==> src/sv/dpf_pkg.sv <==
// ============================================================================
// dpf_pkg: shared types and constants for the deduplicating packet FIFO
// Item and result layouts, command codes and stored entry format.
// ============================================================================
package dpf_pkg;

	// Default number of packet slots
	localparam int DEPTH_DEFAULT = 64;

	// Reset value of the queue limit register
	localparam logic [6:0] LIMIT_RESET = 7'd64;

	// Largest value the match count field can show
	localparam logic [6:0] COUNT_MAX = 7'd127;

	// Command codes
	typedef enum logic [1:0] {
		CMD_ADD   = 2'd0,
		CMD_FWD   = 2'd1,
		CMD_COUNT = 2'd2
	} cmd_t;

	// One stored packet
	typedef struct packed {
		logic [31:0] tstamp;
		logic [15:0] dst;
		logic [15:0] src;
	} entry_t;

	// One input item
	typedef struct packed {
		logic [1:0]  command;
		logic [15:0] source_id;
		logic [15:0] destination_id;
		logic [31:0] arrival_time;
		logic [31:0] range_start;
		logic [31:0] range_end;
	} item_t;

	// One result item
	typedef struct packed {
		logic        accepted;
		logic        packet_valid;
		logic [15:0] out_source;
		logic [15:0] out_destination;
		logic [31:0] out_time;
		logic [6:0]  match_count;
	} res_t;

	// Compare flags for one stored entry
	typedef struct packed {
		logic dup;
		logic hit;
	} match_t;

endpackage

==> src/sv/dedup_packet_fifo_range_count.sv <==
// ============================================================================
// dedup_packet_fifo_range_count: bounded packet FIFO with dedup and counting
// Top level: stream ports, queue limit register and output register.
// ============================================================================
// Usage:
//   Slave stream carries one command item: tuser holds the command (add,
//   forward, count), tdata the packet fields and the count window. Master
//   stream returns exactly one result item per command.
//   Adds and counts read every queued packet from the packet store, one
//   slot per cycle on its single read port; a forward reads only the head.
//   The next item is taken only after the previous one has finished its
//   scan and passed its result on to the output register.
//   The result sits in an output register; a new item is accepted while it
//   waits. If the receiver stalls, the next finished result holds inside
//   until the register drains, and no further item is taken.
//   Reset empties the queue and sets the queue limit to 64. Write
//   cfg_wr_data with cfg_wr_en only while no item is in flight.
// ============================================================================
module dedup_packet_fifo_range_count #(
	parameter int QUEUE_DEPTH = dpf_pkg::DEPTH_DEFAULT
) (
	input  logic         clk,
	input  logic         arst_n,
	// Command items
	input  logic         s_axis_tvalid,
	output logic         s_axis_tready,
	// source_id, destination_id, arrival_time, range_start, range_end
	input  logic [127:0] s_axis_tdata,
	// command
	input  logic [1:0]   s_axis_tuser,
	// Result items
	output logic         m_axis_tvalid,
	input  logic         m_axis_tready,
	// out_source, out_destination, out_time, match_count, one zero pad bit
	output logic [71:0]  m_axis_tdata,
	// accepted, packet_valid
	output logic [1:0]   m_axis_tuser,
	// Queue limit register
	input  logic         cfg_wr_en,
	input  logic [6:0]   cfg_wr_data
);

	logic [6:0]     limit_q;
	dpf_pkg::item_t item;
	dpf_pkg::res_t  res;
	logic           res_valid;
	logic           res_ready;
	logic           out_v_q;
	dpf_pkg::res_t  out_q;

	// Unpack the command item
	assign item.command        = s_axis_tuser;
	assign item.source_id      = s_axis_tdata[15:0];
	assign item.destination_id = s_axis_tdata[31:16];
	assign item.arrival_time   = s_axis_tdata[63:32];
	assign item.range_start    = s_axis_tdata[95:64];
	assign item.range_end      = s_axis_tdata[127:96];

	// Hold the queue limit
	always_ff @(posedge clk or negedge arst_n) begin
		if (!arst_n) begin
			limit_q <= dpf_pkg::LIMIT_RESET;
		end else if (cfg_wr_en) begin
			limit_q <= cfg_wr_data;
		end
	end

	dpf_engine #(
		.QUEUE_DEPTH (QUEUE_DEPTH)
	) u_engine (
		.clk         (clk),
		.arst_n      (arst_n),
		.in_valid    (s_axis_tvalid),
		.in_ready    (s_axis_tready),
		.item        (item),
		.queue_limit (limit_q),
		.res_valid   (res_valid),
		.res_ready   (res_ready),
		.res         (res)
	);

	// Output register: load when empty or draining
	assign res_ready = !out_v_q || m_axis_tready;

	always_ff @(posedge clk or negedge arst_n) begin
		if (!arst_n) begin
			out_v_q <= 1'b0;
		end else if (res_ready) begin
			out_v_q <= res_valid;
		end
	end

	always_ff @(posedge clk) begin
		if (res_ready && res_valid) begin
			out_q <= res;
		end
	end

	// Pack the result item
	assign m_axis_tvalid = out_v_q;
	assign m_axis_tdata  = {1'b0, out_q.match_count, out_q.out_time,
	                        out_q.out_destination, out_q.out_source};
	assign m_axis_tuser  = {out_q.packet_valid, out_q.accepted};

endmodule

==> src/sv/dpf_ram.sv <==
// ============================================================================
// dpf_ram: generic single-write, single-read synchronous RAM
// One write port, one read port, read data registered.
// ============================================================================
module dpf_ram #(
	parameter int WIDTH = 64,
	parameter int DEPTH = 64
) (
	input  logic                     clk,
	input  logic                     we,
	input  logic [$clog2(DEPTH)-1:0] waddr,
	input  logic [WIDTH-1:0]         wdata,
	input  logic                     re,
	input  logic [$clog2(DEPTH)-1:0] raddr,
	output logic [WIDTH-1:0]         rdata
);

	logic [WIDTH-1:0] mem [DEPTH];

	// Write and registered read
	always_ff @(posedge clk) begin
		if (we) begin
			mem[waddr] <= wdata;
		end
		if (re) begin
			rdata <= mem[raddr];
		end
	end

endmodule

==> src/sv/dpf_match.sv <==
// ============================================================================
// dpf_match: per-entry compare unit
// Flags an exact duplicate of the item's packet and a destination/time hit.
// ============================================================================
module dpf_match (
	input  dpf_pkg::entry_t entry,
	input  dpf_pkg::item_t  item,
	output dpf_pkg::match_t flags
);

	// Duplicate: all three packet fields equal
	assign flags.dup = (entry.src == item.source_id) &&
	                   (entry.dst == item.destination_id) &&
	                   (entry.tstamp == item.arrival_time);

	// Range hit: same destination, time inside the inclusive window
	assign flags.hit = (entry.dst == item.destination_id) &&
	                   (entry.tstamp >= item.range_start) &&
	                   (entry.tstamp <= item.range_end);

endmodule

==> src/sv/dpf_engine.sv <==
// ============================================================================
// dpf_engine: queue sequencer around the packet store
// Scans occupied slots one per cycle through the RAM read port, accumulates
// duplicate and range-match flags, then commits the queue update.
// ============================================================================
module dpf_engine #(
	parameter int QUEUE_DEPTH = dpf_pkg::DEPTH_DEFAULT
) (
	input  logic            clk,
	input  logic            arst_n,
	input  logic            in_valid,
	output logic            in_ready,
	input  dpf_pkg::item_t  item,
	input  logic [6:0]      queue_limit,
	output logic            res_valid,
	input  logic            res_ready,
	output dpf_pkg::res_t   res
);

	localparam int IW = $clog2(QUEUE_DEPTH);
	localparam int OW = $clog2(QUEUE_DEPTH + 1);
	localparam int SW = IW + 1;
	localparam int CW = (OW > 7) ? OW : 7;

	typedef enum logic [2:0] {
		ST_IDLE = 3'b001,
		ST_SCAN = 3'b010,
		ST_DONE = 3'b100
	} state_t;

	state_t          state_q;
	logic [IW-1:0]   head_q;
	logic [OW-1:0]   occ_q;
	logic [OW-1:0]   k_q;
	logic [OW-1:0]   n_q;
	logic            rd_v_s1;
	dpf_pkg::item_t  item_q;
	logic            dup_q;
	logic [OW-1:0]   cnt_q;
	dpf_pkg::entry_t pkt_q;

	dpf_pkg::entry_t rdata;
	dpf_pkg::match_t flags;
	logic [OW-1:0]   scan_len;
	logic            issue;
	logic [SW-1:0]   rd_sum;
	logic [SW-1:0]   wr_sum;
	logic [IW-1:0]   rd_addr;
	logic [IW-1:0]   wr_addr;
	logic [IW-1:0]   head_inc;
	logic [CW-1:0]   lim_raw;
	logic [CW-1:0]   lim_one;
	logic [CW-1:0]   lim_eff;
	logic            at_limit;
	logic            commit;
	logic            add_ok;
	logic            fwd_ok;
	logic            ram_we;
	logic [CW-1:0]   cnt_ext;

	// Slot addresses wrap around the store
	assign rd_sum  = {1'b0, head_q} + SW'(k_q);
	assign wr_sum  = {1'b0, head_q} + SW'(occ_q);
	assign rd_addr = (rd_sum >= SW'(QUEUE_DEPTH)) ? IW'(rd_sum - SW'(QUEUE_DEPTH))
	                                              : rd_sum[IW-1:0];
	assign wr_addr = (wr_sum >= SW'(QUEUE_DEPTH)) ? IW'(wr_sum - SW'(QUEUE_DEPTH))
	                                              : wr_sum[IW-1:0];
	assign head_inc = (head_q == IW'(QUEUE_DEPTH - 1)) ? '0 : head_q + IW'(1);

	// Clamp the limit into one to depth
	assign lim_raw  = CW'(queue_limit);
	assign lim_one  = (lim_raw == '0) ? CW'(1) : lim_raw;
	assign lim_eff  = (lim_one > CW'(QUEUE_DEPTH)) ? CW'(QUEUE_DEPTH) : lim_one;
	assign at_limit = CW'(occ_q) >= lim_eff;

	// Number of entries to read for the incoming command
	always_comb begin
		case (item.command)
			dpf_pkg::CMD_ADD,
			dpf_pkg::CMD_COUNT: scan_len = occ_q;
			dpf_pkg::CMD_FWD:   scan_len = (occ_q != '0) ? OW'(1) : '0;
			default:            scan_len = '0;
		endcase
	end

	assign in_ready = (state_q == ST_IDLE);
	assign issue    = (state_q == ST_SCAN) && (k_q != n_q);
	assign commit   = (state_q == ST_DONE) && res_ready;
	assign add_ok   = (item_q.command == dpf_pkg::CMD_ADD) && !dup_q;
	assign fwd_ok   = (item_q.command == dpf_pkg::CMD_FWD) && (occ_q != '0);
	assign ram_we   = commit && add_ok;

	dpf_ram #(
		.WIDTH ($bits(dpf_pkg::entry_t)),
		.DEPTH (QUEUE_DEPTH)
	) u_store (
		.clk   (clk),
		.we    (ram_we),
		.waddr (wr_addr),
		.wdata ({item_q.arrival_time, item_q.destination_id, item_q.source_id}),
		.re    (issue),
		.raddr (rd_addr),
		.rdata (rdata)
	);

	dpf_match u_match (
		.entry (rdata),
		.item  (item_q),
		.flags (flags)
	);

	// Sequence scan and commit, update head and occupancy
	always_ff @(posedge clk or negedge arst_n) begin
		if (!arst_n) begin
			state_q <= ST_IDLE;
			head_q  <= '0;
			occ_q   <= '0;
			k_q     <= '0;
			n_q     <= '0;
			rd_v_s1 <= 1'b0;
		end else begin
			unique case (state_q)
				ST_IDLE: begin
					rd_v_s1 <= 1'b0;
					if (in_valid) begin
						state_q <= ST_SCAN;
						k_q     <= '0;
						n_q     <= scan_len;
					end
				end
				ST_SCAN: begin
					rd_v_s1 <= issue;
					if (issue) begin
						k_q <= k_q + OW'(1);
					end else begin
						state_q <= ST_DONE;
					end
				end
				ST_DONE: begin
					rd_v_s1 <= 1'b0;
					if (res_ready) begin
						state_q <= ST_IDLE;
						if (add_ok) begin
							if (at_limit) begin
								head_q <= head_inc;
							end else begin
								occ_q <= occ_q + OW'(1);
							end
						end else if (fwd_ok) begin
							head_q <= head_inc;
							occ_q  <= occ_q - OW'(1);
						end
					end
				end
				default: begin
					state_q <= ST_IDLE;
				end
			endcase
		end
	end

	// Latch the item and accumulate compare results
	always_ff @(posedge clk) begin
		if (in_valid && in_ready) begin
			item_q <= item;
			dup_q  <= 1'b0;
			cnt_q  <= '0;
		end else if (rd_v_s1) begin
			dup_q <= dup_q | flags.dup;
			if (flags.hit) begin
				cnt_q <= cnt_q + OW'(1);
			end
			pkt_q <= rdata;
		end
	end

	// Build the result
	assign cnt_ext   = CW'(cnt_q);
	assign res_valid = (state_q == ST_DONE);

	always_comb begin
		res = '0;
		case (item_q.command)
			dpf_pkg::CMD_ADD: begin
				res.accepted = !dup_q;
			end
			dpf_pkg::CMD_FWD: begin
				if (occ_q != '0) begin
					res.packet_valid    = 1'b1;
					res.out_source      = pkt_q.src;
					res.out_destination = pkt_q.dst;
					res.out_time        = pkt_q.tstamp;
				end
			end
			dpf_pkg::CMD_COUNT: begin
				res.match_count = (cnt_ext > CW'(dpf_pkg::COUNT_MAX)) ? dpf_pkg::COUNT_MAX
				                                                      : cnt_ext[6:0];
			end
			default: begin
				res = '0;
			end
		endcase
	end

`ifndef ASSERT_OFF
	a_occ_bound: assert property (@(posedge clk) disable iff (!arst_n)
		occ_q <= OW'(QUEUE_DEPTH))
		else $error("occupancy above depth");

	a_scan_bound: assert property (@(posedge clk) disable iff (!arst_n)
		k_q <= n_q)
		else $error("scan index past scan length");

	a_rd_in_scan: assert property (@(posedge clk) disable iff (!arst_n)
		rd_v_s1 |-> state_q == ST_SCAN)
		else $error("read data returned outside scan");

	a_add_growth: assert property (@(posedge clk) disable iff (!arst_n)
		(commit && add_ok && at_limit) |=> occ_q == $past(occ_q))
		else $error("queue grew past its limit");

	a_fwd_nonempty: assert property (@(posedge clk) disable iff (!arst_n)
		(res_valid && res.packet_valid) |-> (occ_q != '0 && n_q == OW'(1)))
		else $error("packet forwarded from empty queue");
`endif

endmodule

==> config.mk <==
export PLATFORM = sky130hd
export DESIGN_NAME = dedup_packet_fifo_range_count
export DESIGN_NICKNAME = d
export VERILOG_FILES = /design/src/sv/dpf_pkg.sv /design/src/sv/dedup_packet_fifo_range_count.sv /design/src/sv/dpf_ram.sv /design/src/sv/dpf_match.sv /design/src/sv/dpf_engine.sv
export SDC_FILE = /design/constraint.sdc
export NUM_CORES = 2
export LEC_CHECK = 0
export BUFFER_PORTS_ARGS = -buffer_cell sky130_fd_sc_hd__buf_4
export CORE_UTILIZATION = 45
export CTS_BUF_LIST = sky130_fd_sc_hd__clkbuf_8 sky130_fd_sc_hd__clkbuf_16
export CTS_CLUSTER_DIAMETER = 40
export DETAILED_ROUTE_END_ITERATION = 12
export SYNTH_ARGS = -nofsm -noshare
export SYNTH_HDL_FRONTEND = slang
export SYNTH_SLANG_ARGS = --single-unit
==> constraint.sdc <==
create_clock -name clk -period 16.9 [get_ports clk]
set_input_delay 1.69 -clock clk [delete_from_list [all_inputs] [get_ports clk]]
set_output_delay 1.69 -clock clk [all_outputs]
set_load 0.01 [all_outputs]
==> metrics.md <==
| Metric | Value |
|---|---|
| Outcome | complete, no violations |
| Initial Utilization | 0.452 |
| Skew-Pair Late Insertion Delay | approximately 1.0 ns |
| Die width | between 600 and 700 um |
| CP Launch Type | register |
| CTS tree | yes |
| FF-to-FF End | u_engine.u_store.rdata[20] |
| Cts hold-fix bufs | 0 |
| Worst Path Required | approximately 18 ns |
| Drt initial violations | just over 10000 |
| Arrival time worst endpoint | ~7.9 ns |
| Worst Setup SP | u_engine.head_q[0] |
| PwrDens | about 160 nW/um^2 |
| Antenna violations before repair | 18 |
| Unrepaired setup endpoints after global routing | no |
| Post-route DRC | 0 |
| Number of global-route vias before repair | between 80000 and 90000 |
| Final setup viols | 0 |
| Final hold violations | 0 |
| Max-Slew Margin vs Limit | 0.132 |
| CTS buffer count | 540 |
| Row cnt | about 230 |
| Hold Crit Class | register to register |
| Max_cap viols | 0 |
| CORE AREA | 379000 sq um |
| Max FO, Critical Path | between 100 and 150 |
| Setup tns final | 0 ns |
| CTS sink count | 4474 |
| Internal reg-to-reg setup slack | 9.67 ns |
| Final Max Slew Viols | 0 |
| GRT Total Usage | 0.246 |
| Grt total ovfl | 0 |
| FMAX | 138 MHz |
| FILL cells | between 20000 and 30000 |
| Final cycle utilization of the critical path | 0.428 |
| Main flop type after synthesis | edfxtp_1 |
| Wire length per cell | 35.8 um |
| Number of H-tree levels | 6 |
| Clock slew at reported path FFs | ~0.060 ns |
| Detailed placer's ending HPWL | around 250 mm |
| Dpl cell area | about 180000 sq um |
| Yosys warning total | 0 |
| Sequential cell area | 134000 sq um |
| Actual slew at the worst max-slew pin | roughly 1.3 ns |
| Die ar. | 383000 sq um |
| WS Path Type | register to register |
| Distinct cell type count after synthesis | 56 |
| Finished layout cell area | approximately 200000 sq um |
| R2r worst-path depth | 11 |
| Antenna viol nets, final | 0 |
| Final cell count without fillers | 13232 |
| Detailed Route WL | ~470 mm |
| Final net count | 8003 |
| Area occupied by multi-input gates | about 36000 sq um |
| Synth Area per Inst | 24.2 sq um |
| Clock Tree Root | clkbuf_16 |
| Max VDD drop | between 0.15 and 0.2 mV |
| Post-synth EDFFs | about 4400 |
| Vias | about 80000 |
| Flops & latches, synth | around 4500 |
| First-pass DRT Iterations | 6 |
| Largest net degree at the start of global routing | between 100 and 150 |
| CTS max path bufs | 4 |
| DR vias/cell | 6.18 |
| First-pass GRT wire length | ~650 mm |
| Leak pwr | just over 60 nW |
| Worst setup endpoint | u_engine.u_store.rdata[20] |
| Placed Cells | 12243 |
| Gpl congestion | a little under 0.8 |
| IO Pins | approximately 220 |
| Reg2reg start | u_engine.head_q[0] |
| Worst setup EP type | register |
| Die H | around 620 um |
| Syn Inst Count | 7067 |
| Syn Nets | 7301 |
| Share of layout cells above drive strength 1 | 0.331 |
| Synthesis-to-layout area growth | 16.1% |
| Sequential area share after synthesis | 0.783 |
| Tmin final | about 7.2 ns |
| Port bufs | ~220 |
| Synth async-reset ratio | 0.00872 |
| Postcts setup bufs | 0 |
| Final Skew | roughly 0.047 ns |
| Mapped Area | 171000 sq um |
| Post-CTS Resized | 0 |
[cell usage in the layout (no fill, tap or decap), types with 59 or more instances in the layout]
cell | synthesis | final
inv_1 | 77 | 128
nor2b_1 | 69 | 69
xor2_1 | 62 | 61
buf_4 | 10 | 478
a21oi_1 | 107 | 107
nand2_1 | 65 | 65
mux2i_1 | 65 | 65
nor2_4 | 0 | 65
edfxtp_1 | 4427 | 4427
and2_1 | 73 | 72
mux4_2 | 1280 | 1280
clkinv_2 | 0 | 59
clkinv_1 | 0 | 82
a211oi_1 | 68 | 68
ha_1 | 89 | 88
clkbuf_16 | 0 | 555
bufinv_16 | 0 | 66
[cells by family after synthesis]
kind of cell    after synthesis  share of synthesized area
buf+inv                     410                     0.0111
simple gates                400                     0.0121
compound gates              232                    0.00850
mux                        1357                      0.173
fa+ha+maj                    92                    0.00686
other cells                   1                  0.0000219
flops                      4474                      0.783
xor+xnor                    101                    0.00517
[metal layers]
| layer | vias to the layer above | wire [um] | global-route usage |
|---|---|---|---|
| met5 | - | 0 | 0 |
| met4 | 0 | 15900 | 0.0774 |
| met3 | 799 | 38100 | 0.0399 |
| met2 | 4172 | 237000 | 0.411 |
| met1 | 45005 | 183000 | 0.333 |
| li1 | 31845 | - | - |
[worst min path at each step]
| stage | cells past startpoint | slack [ns] | to | from |
|---|---|---|---|---|
| 2_1_floorplan | 2 | 0.44 | u_engine.dup_q | u_engine.dup_q |
| 3_3_place_gp | 2 | 0.47 | u_engine.dup_q | u_engine.dup_q |
| 3_5_place_dp | 2 | 0.49 | u_engine.n_q[4] | u_engine.n_q[4] |
| 4_1_cts | 2 | 0.50 | u_engine.n_q[4] | u_engine.n_q[4] |
| 5_1_grt | 0 | 0.52 | u_engine.pkt_q[0] | u_engine.u_store.rdata[0] |
| 6_report | 2 | 0.50 | u_engine.n_q[3] | u_engine.n_q[3] |
[flip-flops by register name, summed over array words and instances, names as in the netlist]
| signal | cells |
|---|---|
| limit_q | 7 |
| m_axis_tdata | 71 |
| m_axis_tuser | 2 |
| m_axis_tvalid | 1 |
| u_engine.cnt_ext | 7 |
| u_engine.dup_q | 1 |
| u_engine.head_q | 6 |
| u_engine.item_q | 130 |
| u_engine.k_q | 7 |
| u_engine.n_q | 7 |
| u_engine.occ_q | 7 |
| u_engine.pkt_q | 64 |
| u_engine.rd_v_s1 | 1 |
| u_engine.state_q | 3 |
| u_engine.u_store.mem | 4096 |
| u_engine.u_store.rdata | 64 |
[area by class of cell]
class / count / area share
antenna: 10 / 0.000126
clock buffer: 558 / 0.0701
clock inverter: 421 / 0.0222
inverter: 77 / 0.00151
multi-input combinational: 2183 / 0.180
sequential: 4474 / 0.675
tap: 5016 / 0.0316
timing repair buffer: 493 / 0.0196
[Yosys cell counts, types with 4 or more instances]
cell	instances	share of area
nor2_1	108	0.0024
clkbuf_1	153	0.0034
buf_4	10	0.00044
xnor2_1	39	0.0020
a211oi_1	68	0.0030
dfxtp_1	8	0.00094
mux2i_1	65	0.0038
a21o_1	12	0.00053
inv_1	77	0.0017
nand3_1	19	0.00056
nand4_1	24	0.00088
xor2_1	62	0.0032
mux2_2	12	0.00079
mux4_2	1280	0.17
and2_1	73	0.0027
a21oi_1	107	0.0031
nor2b_1	69	0.0025
buf_1	28	0.00061
nand2b_1	6	0.00022
nand2_1	65	0.0014
o21ai_0	15	0.00044
dfrtp_1	37	0.0054
nand3b_1	6	0.00026
nor4_1	19	0.00069
buf_6	24	0.0016
edfxtp_1	4427	0.78
nor3_1	4	0.00012
buf_2	118	0.0035
ha_1	89	0.0065
[critical path, stage by stage, from the launching register on]
cell	delay, ns
dfrtp_1	0.47
ha_4	0.21
fa_4	1.18
buf_12	0.51
buf_4	0.84
buf_4	0.82
buf_4	0.93
mux4_2	0.42
mux4_2	0.48
nor2b_1	0.15
a211oi_1	0.47
a21oi_1	0.11
[where the power goes]
| part | switching, W | leakage (nW) | internal, W |
|---|---|---|---|
| clock network | 0.00468 | 9.03 | 0.00707 |
| registers | 0.000151 | 40.4 | 0.0129 |
| logic | 0.00355 | 12.5 | 0.00355 |
| total | 0.00839 | 62.0 | 0.0235 |
[through the flow]
step	hold slack [ns]	total power (W)	setup slack, ns	util
after floorplan	0.442	0.0188	8.02	-
after global placement	0.468	0.0204	9.70	0.476
after detailed placement	0.490	0.0205	9.62	0.476
after CTS	0.504	0.0322	9.63	0.525
after global routing	0.516	0.0330	9.47	0.525
final	0.500	0.0319	9.67	0.525
Power figures use the tool's default switching activity.
